**src/rtl/facs_pkg.sv**
```systemverilog
package facs_pkg;

  typedef enum logic [2:0] {
    ST_IDLE,
    ST_PREP,
    ST_NORM,
    ST_DNORM,
    ST_DIV,
    ST_DRND,
    ST_FINISH
  } facs_state_e;

  localparam logic [31:0] F_EXP_MASK  = 32'h7f80_0000;
  localparam logic [31:0] F_MAN_MASK  = 32'h007f_ffff;
  localparam logic [31:0] F_MAG_MASK  = 32'h7fff_ffff;
  localparam logic [31:0] F_SIGN_MASK = 32'h8000_0000;
  localparam logic [63:0] D_QNAN      = 64'h7ff8_0000_0000_0000;
  localparam logic [63:0] D_INF       = 64'h7ff0_0000_0000_0000;

  // quotient bits: 53 mantissa bits and a guard bit
  localparam int unsigned DIV_STEPS = 54;

  typedef struct packed {
    logic [31:0] act_word;
    logic [31:0] exp_word;
    logic        last_item;
  } facs_in_t;

  typedef struct packed {
    logic [31:0] length;
    logic        all_equal;
    logic [31:0] diff_count;
    logic [31:0] first_diff_index;
    logic [31:0] first_actual_word;
    logic [31:0] first_expected_word;
    logic [63:0] max_abs_diff_bits;
    logic [63:0] max_rel_diff_bits;
    logic [31:0] max_ulp_gap;
    logic        abs_defined;
    logic        rel_defined;
    logic        ulp_defined;
  } facs_out_t;

  function automatic logic [31:0] order_key(input logic [31:0] w);
    return ((w & F_SIGN_MASK) != 32'd0) ? ~w : (w | F_SIGN_MASK);
  endfunction

  function automatic logic is_nan32(input logic [31:0] w);
    return ((w & F_EXP_MASK) == F_EXP_MASK) && ((w & F_MAN_MASK) != 32'd0);
  endfunction

  function automatic logic is_inf32(input logic [31:0] w);
    return (w & F_MAG_MASK) == F_EXP_MASK;
  endfunction

endpackage

```
**src/rtl/facs_if.sv**
```systemverilog
interface facs_in_if import facs_pkg::*; ();
  logic     valid;
  logic     ready;
  facs_in_t data;

  modport source (output valid, output data, input ready);
  modport sink (input valid, input data, output ready);
endinterface

interface facs_out_if import facs_pkg::*; ();
  logic      valid;
  logic      ready;
  facs_out_t data;

  modport source (output valid, output data, input ready);
  modport sink (input valid, input data, output ready);
endinterface

```
**src/rtl/float_array_compare_stats.sv**
```systemverilog
// Running comparison of two binary32 streams.
// in_i carries one (actual, expected, last_item) word per pair; out_o carries
// one summary word after each pair marked last_item, then the statistics
// start over for the next array.
// Path per pair: a bit-identical pair or a NaN/infinity pair goes from the
// prepare step straight to finish; +0 against -0 stops in the normalize
// step on a zero difference; any other differing pair normalizes the
// binary64 difference one bit a cycle, normalizes a subnormal divisor,
// runs the restoring divider loop and rounds the quotient, then finishes.
// The summary word is valid from the cycle in which the block is ready for
// the next pair and sits in the output register until taken. A new pair is
// accepted while it waits; only the next summary holds back until the
// register is free.
// Reset (rst_ni low, asynchronous) drops any pending summary and returns all
// statistics to their start values: index and counts zero, exact flag set,
// maxima zero and defined, no first mismatch.
module float_array_compare_stats import facs_pkg::*; #(
  parameter int COUNT_BITS = 32
) (
  input logic         clk_i,
  input logic         rst_ni,
  facs_in_if.sink     in_i,
  facs_out_if.source  out_o
);

  facs_state_e state_q, state_d;

  // accepted pair
  logic [31:0] a_q, e_q;
  logic        last_q;

  // statistics
  logic [COUNT_BITS-1:0] item_q, mism_q, first_idx_q;
  logic        exact_q, have_first_q;
  logic [31:0] first_a_q, first_e_q;
  logic [63:0] abs_max_q, rel_max_q;
  logic [31:0] ulp_max_q;
  logic [2:0]  def_q;

  // datapath
  logic [63:0]        r_q;
  logic signed [11:0] sx_q, ea_q;
  logic [5:0]         k_q, cnt_q;
  logic [23:0]        dm_q;
  logic [54:0]        nm_q;
  logic [53:0]        qt_q;

  facs_out_t   out_q;
  logic        out_valid_q;

  // ---------------- pair classification and aligned add ----------------
  logic        a_nan, a_inf;
  logic [31:0] ka, ke, ulp;
  logic        swap;
  logic [31:0] xw, yw;
  logic [7:0]  ebx, eby, dsh;
  logic [23:0] mx, my;
  logic [63:0] bw, sw, sh, lost, sj, rsum;
  logic signed [11:0] sx_init;

  always_comb begin
    a_nan = is_nan32(a_q) || is_nan32(e_q);
    a_inf = is_inf32(a_q) || is_inf32(e_q);
    ka    = order_key(a_q);
    ke    = order_key(e_q);
    ulp   = (ka >= ke) ? (ka - ke) : (ke - ka);
    swap  = e_q[30:0] > a_q[30:0];
    xw    = swap ? e_q : a_q;
    yw    = swap ? a_q : e_q;
    ebx   = (xw[30:23] == 8'd0) ? 8'd1 : xw[30:23];
    eby   = (yw[30:23] == 8'd0) ? 8'd1 : yw[30:23];
    dsh   = ebx - eby;
    mx    = {xw[30:23] != 8'd0, xw[22:0]};
    my    = {yw[30:23] != 8'd0, yw[22:0]};
    bw    = {1'b0, mx, 39'd0};
    sw    = {1'b0, my, 39'd0};
    sh    = sw >> dsh[5:0];
    lost  = sw << (7'd64 - {1'b0, dsh[5:0]});
    if (dsh >= 8'd64) begin
      sj = {63'd0, my != 24'd0};
    end else begin
      sj = sh | {63'd0, lost != 64'd0};
    end
    rsum    = (xw[31] ^ yw[31]) ? (bw + sj) : (bw - sj);
    sx_init = $signed({4'd0, ebx}) - 12'sd150;
  end

  // ---------------- rounding of the difference ----------------
  logic        ad_up, ad_ovf;
  logic [53:0] ad_m;
  logic signed [11:0] ea_new;
  logic [63:0] ad_bits;
  logic [52:0] n_mant;

  always_comb begin
    ad_up   = r_q[10] & ((r_q[9:0] != 10'd0) | r_q[11]);
    ad_m    = {1'b0, r_q[63:11]} + {53'd0, ad_up};
    ad_ovf  = ad_m[53];
    ea_new  = sx_q + 12'sd24 - $signed({6'd0, k_q}) + $signed({11'd0, ad_ovf});
    ad_bits = {1'b0, 11'(ea_new + 12'sd1023), ad_ovf ? 52'd0 : ad_m[51:0]};
    n_mant  = ad_ovf ? {1'b1, 52'd0} : ad_m[52:0];
  end

  // ---------------- divider ----------------
  logic [52:0]        md;
  logic signed [11:0] ed;
  logic               div_ge;
  logic [54:0]        div_rem;
  logic               rd_up, rd_ovf;
  logic [53:0]        rd_m;
  logic [63:0]        rd_bits;

  always_comb begin
    md      = {dm_q, 29'd0};
    ed      = sx_q + 12'sd23;
    div_ge  = nm_q >= {2'd0, md};
    div_rem = div_ge ? (nm_q - {2'd0, md}) : nm_q;
    rd_up   = qt_q[0] & ((nm_q != 55'd0) | qt_q[1]);
    rd_m    = {1'b0, qt_q[53:1]} + {53'd0, rd_up};
    rd_ovf  = rd_m[53];
    rd_bits = {1'b0, 11'(ea_q + $signed({11'd0, rd_ovf}) + 12'sd1023),
               rd_ovf ? 52'd0 : rd_m[51:0]};
  end

  // ---------------- sequencer ----------------
  logic [COUNT_BITS-1:0] item_next;
  logic out_free;
  logic emit;

  assign item_next = item_q + 1'b1;
  assign out_free  = !out_valid_q || out_o.ready;
  assign emit      = (state_q == ST_FINISH) && last_q && out_free;

  always_comb begin
    state_d = state_q;
    unique case (state_q)
      ST_IDLE: begin
        if (in_i.valid) begin
          state_d = ST_PREP;
        end
      end
      ST_PREP: begin
        if (a_q == e_q || a_nan || a_inf) begin
          state_d = ST_FINISH;
        end else begin
          state_d = ST_NORM;
        end
      end
      ST_NORM: begin
        if (r_q == 64'd0) begin
          state_d = ST_FINISH;
        end else if (r_q[63]) begin
          state_d = ST_DNORM;
        end
      end
      ST_DNORM: begin
        if (dm_q[23]) begin
          state_d = ST_DIV;
        end
      end
      ST_DIV: begin
        if (cnt_q == 6'(DIV_STEPS - 1)) begin
          state_d = ST_DRND;
        end
      end
      ST_DRND: state_d = ST_FINISH;
      ST_FINISH: begin
        if (!last_q || out_free) begin
          state_d = ST_IDLE;
        end
      end
      default: state_d = ST_IDLE;
    endcase
  end

  assign in_i.ready = (state_q == ST_IDLE);

  always_ff @(posedge clk_i or negedge rst_ni) begin
    if (!rst_ni) begin
      state_q <= ST_IDLE;
    end else begin
      state_q <= state_d;
    end
  end

  // statistics and output register
  always_ff @(posedge clk_i or negedge rst_ni) begin
    if (!rst_ni) begin
      item_q       <= '0;
      mism_q       <= '0;
      first_idx_q  <= '1;
      exact_q      <= 1'b1;
      have_first_q <= 1'b0;
      first_a_q    <= '0;
      first_e_q    <= '0;
      abs_max_q    <= '0;
      rel_max_q    <= '0;
      ulp_max_q    <= '0;
      def_q        <= '1;
      out_valid_q  <= 1'b0;
    end else begin
      if (emit) begin
        out_valid_q <= 1'b1;
      end else if (out_o.ready) begin
        out_valid_q <= 1'b0;
      end
      unique case (state_q)
        ST_PREP: begin
          if (a_q != e_q) begin
            exact_q <= 1'b0;
            mism_q  <= mism_q + 1'b1;
            if (!have_first_q) begin
              have_first_q <= 1'b1;
              first_idx_q  <= item_q;
              first_a_q    <= a_q;
              first_e_q    <= e_q;
            end
            if (a_nan) begin
              def_q <= '0;
            end else if (a_inf) begin
              abs_max_q <= D_INF;
              def_q[2:1] <= 2'b00;
            end else if (def_q[2] && ulp > ulp_max_q) begin
              ulp_max_q <= ulp;
            end
          end
        end
        ST_NORM: begin
          if (r_q[63] && def_q[0] && ad_bits > abs_max_q) begin
            abs_max_q <= ad_bits;
          end
        end
        ST_DRND: begin
          if (def_q[1] && rd_bits > rel_max_q) begin
            rel_max_q <= rd_bits;
          end
        end
        ST_FINISH: begin
          if (!last_q) begin
            item_q <= item_next;
          end else if (out_free) begin
            item_q       <= '0;
            mism_q       <= '0;
            first_idx_q  <= '1;
            exact_q      <= 1'b1;
            have_first_q <= 1'b0;
            first_a_q    <= '0;
            first_e_q    <= '0;
            abs_max_q    <= '0;
            rel_max_q    <= '0;
            ulp_max_q    <= '0;
            def_q        <= '1;
          end
        end
        default: ;
      endcase
    end
  end

  // datapath registers and summary payload
  always_ff @(posedge clk_i) begin
    unique case (state_q)
      ST_IDLE: begin
        if (in_i.valid) begin
          a_q    <= in_i.data.act_word;
          e_q    <= in_i.data.exp_word;
          last_q <= in_i.data.last_item;
        end
      end
      ST_PREP: begin
        r_q  <= rsum;
        sx_q <= sx_init;
        dm_q <= mx;
        k_q  <= '0;
      end
      ST_NORM: begin
        if (!r_q[63]) begin
          r_q <= r_q << 1;
          k_q <= k_q + 1'b1;
        end else begin
          nm_q <= {2'd0, n_mant};
          ea_q <= ea_new;
        end
      end
      ST_DNORM: begin
        if (!dm_q[23]) begin
          dm_q <= dm_q << 1;
          sx_q <= sx_q - 12'sd1;
        end else begin
          // pre-scale so the quotient lands in [1, 2)
          if (nm_q < {2'd0, md}) begin
            nm_q <= nm_q << 1;
            ea_q <= ea_q - ed - 12'sd1;
          end else begin
            ea_q <= ea_q - ed;
          end
          cnt_q <= '0;
          qt_q  <= '0;
        end
      end
      ST_DIV: begin
        nm_q  <= div_rem << 1;
        qt_q  <= {qt_q[52:0], div_ge};
        cnt_q <= cnt_q + 1'b1;
      end
      ST_FINISH: begin
        if (last_q && out_free) begin
          out_q.length              <= 32'(item_next);
          out_q.all_equal           <= exact_q;
          out_q.diff_count          <= 32'(mism_q);
          out_q.first_diff_index    <= have_first_q ? 32'(first_idx_q) : '1;
          out_q.first_actual_word   <= have_first_q ? first_a_q : '0;
          out_q.first_expected_word <= have_first_q ? first_e_q : '0;
          out_q.max_abs_diff_bits   <= def_q[0] ? abs_max_q : D_QNAN;
          out_q.max_rel_diff_bits   <= def_q[1] ? rel_max_q : D_QNAN;
          out_q.max_ulp_gap         <= def_q[2] ? ulp_max_q : '1;
          out_q.abs_defined         <= def_q[0];
          out_q.rel_defined         <= def_q[1];
          out_q.ulp_defined         <= def_q[2];
        end
      end
      default: ;
    endcase
  end

  assign out_o.valid = out_valid_q;
  assign out_o.data  = out_q;

endmodule
```
**src/flat_wrapper.sv**
```systemverilog
// flat-port wrapper written by rule: the top's interface ports become plain ports
module float_array_compare_stats_flat import facs_pkg::*;
#(
  parameter int COUNT_BITS = 32
)
  (clk_i, rst_ni, in_i_valid, in_i_data, in_i_ready, out_o_valid, out_o_data, out_o_ready);
  facs_in_if in_i_i ();
  facs_out_if out_o_i ();
  input logic clk_i;
  input logic rst_ni;
  input wire logic [$bits(in_i_i.valid)-1:0] in_i_valid;
  input wire logic [$bits(in_i_i.data)-1:0] in_i_data;
  output wire logic [$bits(in_i_i.ready)-1:0] in_i_ready;
  output wire logic [$bits(out_o_i.valid)-1:0] out_o_valid;
  output wire logic [$bits(out_o_i.data)-1:0] out_o_data;
  input wire logic [$bits(out_o_i.ready)-1:0] out_o_ready;
  assign in_i_i.valid = in_i_valid;
  assign in_i_i.data = in_i_data;
  assign in_i_ready = in_i_i.ready;
  assign out_o_valid = out_o_i.valid;
  assign out_o_data = out_o_i.data;
  assign out_o_i.ready = out_o_ready;
  float_array_compare_stats #(.COUNT_BITS(COUNT_BITS)) u_core (.clk_i(clk_i), .rst_ni(rst_ni), .in_i(in_i_i), .out_o(out_o_i));
endmodule
```
**config.mk**
```make
export PLATFORM = sky130hd
export DESIGN_NAME = float_array_compare_stats_flat
export DESIGN_NICKNAME = d
export VERILOG_FILES = /design/src/rtl/facs_pkg.sv /design/src/rtl/facs_if.sv /design/src/rtl/float_array_compare_stats.sv /design/src/flat_wrapper.sv
export SDC_FILE = /design/constraint.sdc
export NUM_CORES = 2
export LEC_CHECK = 0
export BUFFER_PORTS_ARGS = -buffer_cell sky130_fd_sc_hd__clkbuf_2
export CORE_MARGIN = 2
export CORE_UTILIZATION = 50
export CTS_CLUSTER_SIZE = 20
export DETAILED_ROUTE_END_ITERATION = 7
export PLACE_DENSITY = 0.68
export SETUP_SLACK_MARGIN = 0.15
export SKIP_CTS_REPAIR_TIMING = 1
export SYNTH_ARGS = -nofsm -noshare
export SYNTH_HDL_FRONTEND = slang
export SYNTH_SLANG_ARGS = --single-unit
export TNS_END_PERCENT = 100
```
**constraint.sdc**
```tcl
create_clock -name clk_i -period 34.4 [get_ports clk_i]
set_clock_uncertainty 0.05 [all_clocks]
set_input_delay 3.44 -clock clk_i [delete_from_list [all_inputs] [get_ports clk_i]]
set_output_delay 3.44 -clock clk_i [all_outputs]
set_load 0.1 [all_outputs]
```
-- Yosys cells after proc, flatten, opt, wreduce, memory -nomap -nowiden
Index checks and enable logic that the tools add are counted.
- logic and storage cells: 258
- output and inout bits: 326
- register bits: 951
- bits of input ports: 69
- bitwise logic cells: 8
- equality and inequality tests: 35
- $add $sub $neg: 24
- multiplexer cells: 88
- magnitude comparators: 8
- reduce and logical (&&, ||, !) cells: 54
- shifts and indexed selects: 2
- operators by type and width (kind ; count):
    32-bit 2-to-1 mux ; 21
    64-bit 2-to-1 mux ; 10
    32-bit case mux with 2 select lines ; 5
    64-bit case mux with 2 select lines ; 2
    64-bit case mux with 3 select lines ; 1
    55-bit 2-to-1 mux ; 3
    55-bit case mux with 3 select lines ; 1
    63-bit by 64-bit > comparator with 1-bit output ; 2
    53-bit by 1-bit adder with 54-bit output ; 2
    54-bit 2-to-1 mux ; 2
    54-bit case mux with 2 select lines ; 1
    52-bit 2-to-1 mux ; 2
    32-bit by 1-bit adder with 32-bit output, second input constant ; 2
    63-bit by 64-bit adder with 64-bit output ; 1
    64-bit zero test ; 1
    32-bit inverter ; 2
    64-bit by 1-bit bitwise OR with 64-bit output ; 1
    32-bit nonzero test ; 2
    64-bit nonzero test ; 1
    63-bit by 7-bit left shift with 64-bit output ; 1
    63-bit by 6-bit right shift with 64-bit output ; 1
    32-bit subtractor ; 2
    63-bit by 64-bit subtractor with 64-bit output ; 1
    31-bit equality test, second input constant ; 2
    61 further kinds ; 150

-- Logic depth before layout (Yosys ltp)
- depth after elaboration: 13
- gate-level depth with buffers: 53
- depth with buffers taken out: 46

-- Least setup slack after synthesis
No wires, ideal clock.
- path type: in2reg
- start: input port out_o_ready
- end: register u_core.out_q (netlist bit u_core.out_o.data[0]) (enable)
- buffers on the path: 2
- data required time: 33.539 ns
- setup time: 0.811 ns
- arrival: 13.127 ns
- cell stages on the path: 5
- slack: 20.412 ns
- path through: nand2b_1 nand3_1 clkinv_1 buf_1 clkbuf_1
- word-level cells in the longest chain between the ends: 3
- ends and longest elaborated chain (item ; RTL line ; text):
    from (decl) ; flat_wrapper.sv:16 ; input wire logic [$bits(out_o_i.ready)-1:0] out_o_ready;
    1-bit logical OR ; float_array_compare_stats.sv:131 ; assign out_free = !out_valid_q || out_o.ready;
    1-bit logical AND ; float_array_compare_stats.sv:307 ; if (last_q && out_free) begin
    2-bit AND reduction (no source line) ; n/a ;
    to (decl) ; float_array_compare_stats.sv:48 ; facs_out_t out_q;
Every way passes these cells.
A chain may end at the register's enable or synchronous reset.

-- Worst setup path after layout
- start: register u_core.a_q[22]
- end: register u_core.r_q[60] (data pin)
- word-level cells in the longest chain between the ends: 13
- elaborated cells on any way between the ends: 22
- those cells by class: add/sub: 4; order compare: 2; shift: 2; mux: 7; bitwise: 2; reduce/logical: 5
- ends and longest elaborated chain (item ; RTL line ; text):
    from (decl) ; float_array_compare_stats.sv:29 ; logic [31:0] a_q, e_q;
    from (signal assigned) ; float_array_compare_stats.sv:265 ; a_q <= in_i.data.act_word;
    31-bit > comparator ; float_array_compare_stats.sv:67 ; swap = e_q[30:0] > a_q[30:0];
    32-bit 2-to-1 mux, on equally long branches ; float_array_compare_stats.sv:68, float_array_compare_stats.sv:69 ;
    8-bit zero test, on equally long branches ; float_array_compare_stats.sv:70, float_array_compare_stats.sv:71 ;
    8-bit 2-to-1 mux, on equally long branches ; float_array_compare_stats.sv:70, float_array_compare_stats.sv:71 ;
    8-bit subtractor ; float_array_compare_stats.sv:72 ; dsh = ebx - eby;
    7-bit by 6-bit subtractor with 7-bit output ; float_array_compare_stats.sv:78 ; lost = sw << (7'd64 - {1'b0, dsh[5:0]});
    63-bit by 7-bit left shift with 64-bit output ; float_array_compare_stats.sv:78 ;
    64-bit nonzero test ; float_array_compare_stats.sv:82 ; sj = sh | {63'd0, lost != 64'd0};
    64-bit by 1-bit bitwise OR with 64-bit output ; float_array_compare_stats.sv:82 ;
    64-bit 2-to-1 mux ; float_array_compare_stats.sv:79 ; if (dsh >= 8'd64) begin
    63-bit by 64-bit subtractor with 64-bit output / 63-bit by 64-bit adder with 64-bit output (equally long branches) ; float_array_compare_stats.sv:84 ; rsum = (xw[31] ^ yw[31]) ? (bw + sj) : (bw - sj);
    64-bit 2-to-1 mux (*) ; float_array_compare_stats.sv:84 ;
    64-bit case mux with 2 select lines (*) ; float_array_compare_stats.sv:262 ; unique case (state_q)
    to (signal assigned) ; float_array_compare_stats.sv:271 ; r_q <= rsum;
    to (signal assigned) ; float_array_compare_stats.sv:278 ; r_q <= r_q << 1;
    to (decl) ; float_array_compare_stats.sv:41 ; logic [63:0] r_q;
Mark *: on every way between the ends. The rest lies on a longest branch, timed or not.

==> impl_metrics.toml <==
[worst_setup_path]
critical_path_class = "register to register"
r2r_start = "u_core.a_q[22]"
cp-endpoint = "u_core.r_q[60]"
reg2reg_depth = 35
start_kind = "register"
setup.worst_path.end_class = "register"
path_max_fanout = 41
cp_common_cell = "inv_1"
crit_slowest_cell = "ha_2"
r2r_end = "u_core.r_q[60]"
cp.required_ns = 34.84
worst-r2r-setup-slack_ns = 22.45
cpPeakStageDelay_ns = 0.77
cp-startpoint = "u_core.a_q[22]"
arrival_ns = 12.39

[timing]
finalHoldViolations = 0
tightestPinTransition_ns = 1.39
drv_slew = 0
fmax_ghz = 0.0837
period_share_pct = 34.7
min_period_ns = 11.95
fin_setup_tns_ns = 0
finalSetupViolCount = 0
holdWs_ns = 0.397
slew_headroom_pct = 6.90
grt_setup_unrepaired = "false"

[synth]
ys_top_cells_by_count = "742 x nand2_1, 617 x edfxtp_1, 488 x inv_1"
netlist-cell-type-count = 114
yosys.area.top_type = "edfxtp_1"
synthTopCellsByArea = "edfxtp_1 31%, dfrtp_1 12%, ha_1 8.1%, nand2_1 4.7%, inv_1 3.1%"
ys_warn_count = 0
yosysMostFrequentCell = "nand2_1"
synth_flop_cell = "edfxtp_1"
postSynth.asyncResetShare_pct = 34.6
seq_area_frac_synth_pct = 44.8
synth_cells = 6272
ys_ff_latch = 943
synth_top_area_share_pct = 31.0
avgSynthCellArea_sq_um = 9.52
netlist_area_sq_mm = 0.0597
synth_edf_count = 617

[cells_and_area]
utilization_pct = 56.4
ff_latch_area_sq_mm = 0.0267
area_delta_synth_final_pct = 11.7
final_area_sq_mm = 0.0667
drive_gt1_share_pct = 12.6
multi_input_area_sq_mm = 0.0299
nFillCells = 10500
nNetsFinal = 6972

[floorplanning]
dieArea_sq_mm = 0.122
rows = 126
ios = 395
die_h_um = 349
fp.dieW_um = 349
initial_core_util_pct = 50.5
core_sq_mm = 0.118

[detailed_routing]
via_per_inst = 5.98
vias = 48600
drt_iter0_markers = 4856
drtPass1Iterations = 6
drt-wirelength-per-cell_um = 23.4
route.detailed.drc = 0
ant_nets = 0
wl_um = 191000

[global_route]
antenna_found_initial = 6
grt-ovfl-total = 0
grt_max_degree = 127
grt_pass1_wl_um = 287000
grt_pass1_vias = 46600
track_usage_pct = 30.6

[min_path]
min_path_type = "register to register"

[cts]
cts_root_buf = "clkbuf_16"
clk_path_buf_depth = 3
clk_pin_slew_ns = 0.07
cts_tree = "done"
cts_made_buffers = 101
clock-sinks = 943
insertion_delay_ns = 0.71
cts.htree.levels = 3

[place]
port_buffers = 392
gp_congestion = 1.01
post-dp-hpwl_um = 143000
place_area_sq_mm = 0.0631

[run]
maxCapViolations = 0

[status]
status = "finished clean"
[cells in the final DEF, fill, tap and decap left out, drive strengths merged, types with 84 or more instances in the layout]
cell / instances
xor2: 192
a21o: 91
nor3: 103
inv: 491
nand4: 114
nand2: 742
a21oi: 352
o31ai: 179
buf: 84
o21ai: 329
xnor2: 198
nor2: 424
mux2i: 84
edfxtp: 617
and2: 245
nand2b: 87
nand3: 207
clkbuf: 528
dfrtp: 291
ha: 384
[cell type report]
class / count / share of cell area, %
repair buffers: 475 / 3.91
well taps: 1536 / 2.88
inverters: 490 / 2.77
flip-flops and latches: 943 / 40.1
clock inverters: 54 / 1.08
clock buffers: 137 / 4.30
multi-input cells: 4501 / 44.9
diodes: 6 / 0.0225
[through the flow]
| step | worst slack (ns) | instances |
|---|---|---|
| final | 22.45 | 8142 |
| after global routing | 21.67 | 8139 |
| after CTS | 22.81 | 8136 |
| after detailed placement | 22.85 | 7945 |
| after global placement | 23.03 | 7945 |
| after floorplan | 20.41 | 6273 |
[how the worst min path moves through the flow]
stage	from	endpoint	slack [ns]	cells past startpoint
2_1_floorplan	u_core.first_a_q[0]	u_core.first_a_q[0]	0.38	2
6_report	u_core.first_idx_q[13]	u_core.first_idx_q[13]	0.40	2
3_5_place_dp	u_core.first_idx_q[13]	u_core.first_idx_q[13]	0.39	2
3_3_place_gp	u_core.first_idx_q[18]	u_core.first_idx_q[18]	0.39	2
5_1_grt	u_core.first_idx_q[30]	u_core.first_idx_q[30]	0.41	2
4_1_cts	u_core.first_idx_q[13]	u_core.first_idx_q[13]	0.40	2
[worst max-delay path, delay by kind of cell, from the launching register on]
kind / cells / cell delay [ns]
flip-flops: 1 / 0.51
AND/OR/NAND/NOR: 10 / 2.62
multiplexers: 3 / 0.91
adder cells (fa/ha/maj): 4 / 2.01
buffers and inverters: 6 / 1.74
AO/OA/AOI/OAI: 12 / 3.84
[state kept, by name, indices dropped and copies added (netlist names), 54 cells and up]
name and count:
u_core.rel_max_q 63, u_core.out_o.data 321, u_core.nm_q 55, u_core.qt_q 54, u_core.r_q 64, u_core.abs_max_q 63
[cell families (layout without fill, tap and decap cells)]
kind of cell | Yosys count | count (layout) | synth area share [%]
mux | 160 | 160 | 3.19
fa+ha+maj | 391 | 391 | 8.29
simple gates | 2185 | 2185 | 17.6
other cells | 1 | 8 | 0.00628
compound gates | 1373 | 1373 | 15.0
flops | 943 | 943 | 44.8
xor+xnor | 390 | 390 | 5.72
buf+inv | 829 | 1156 | 5.35
[metal layers]
layer	GRT usage (%)	vias to the layer above	wire length [um]
met4	9.94	0	6180
met5	0	-	0
met3	5.76	305	14800
li1	-	22800	-
met2	48.3	1851	87200
met1	42.4	23700	82400
Power is left out: the tool's default activity adds up to more than one toggle a clock period on the data nets, which glitch-free logic cannot reach.
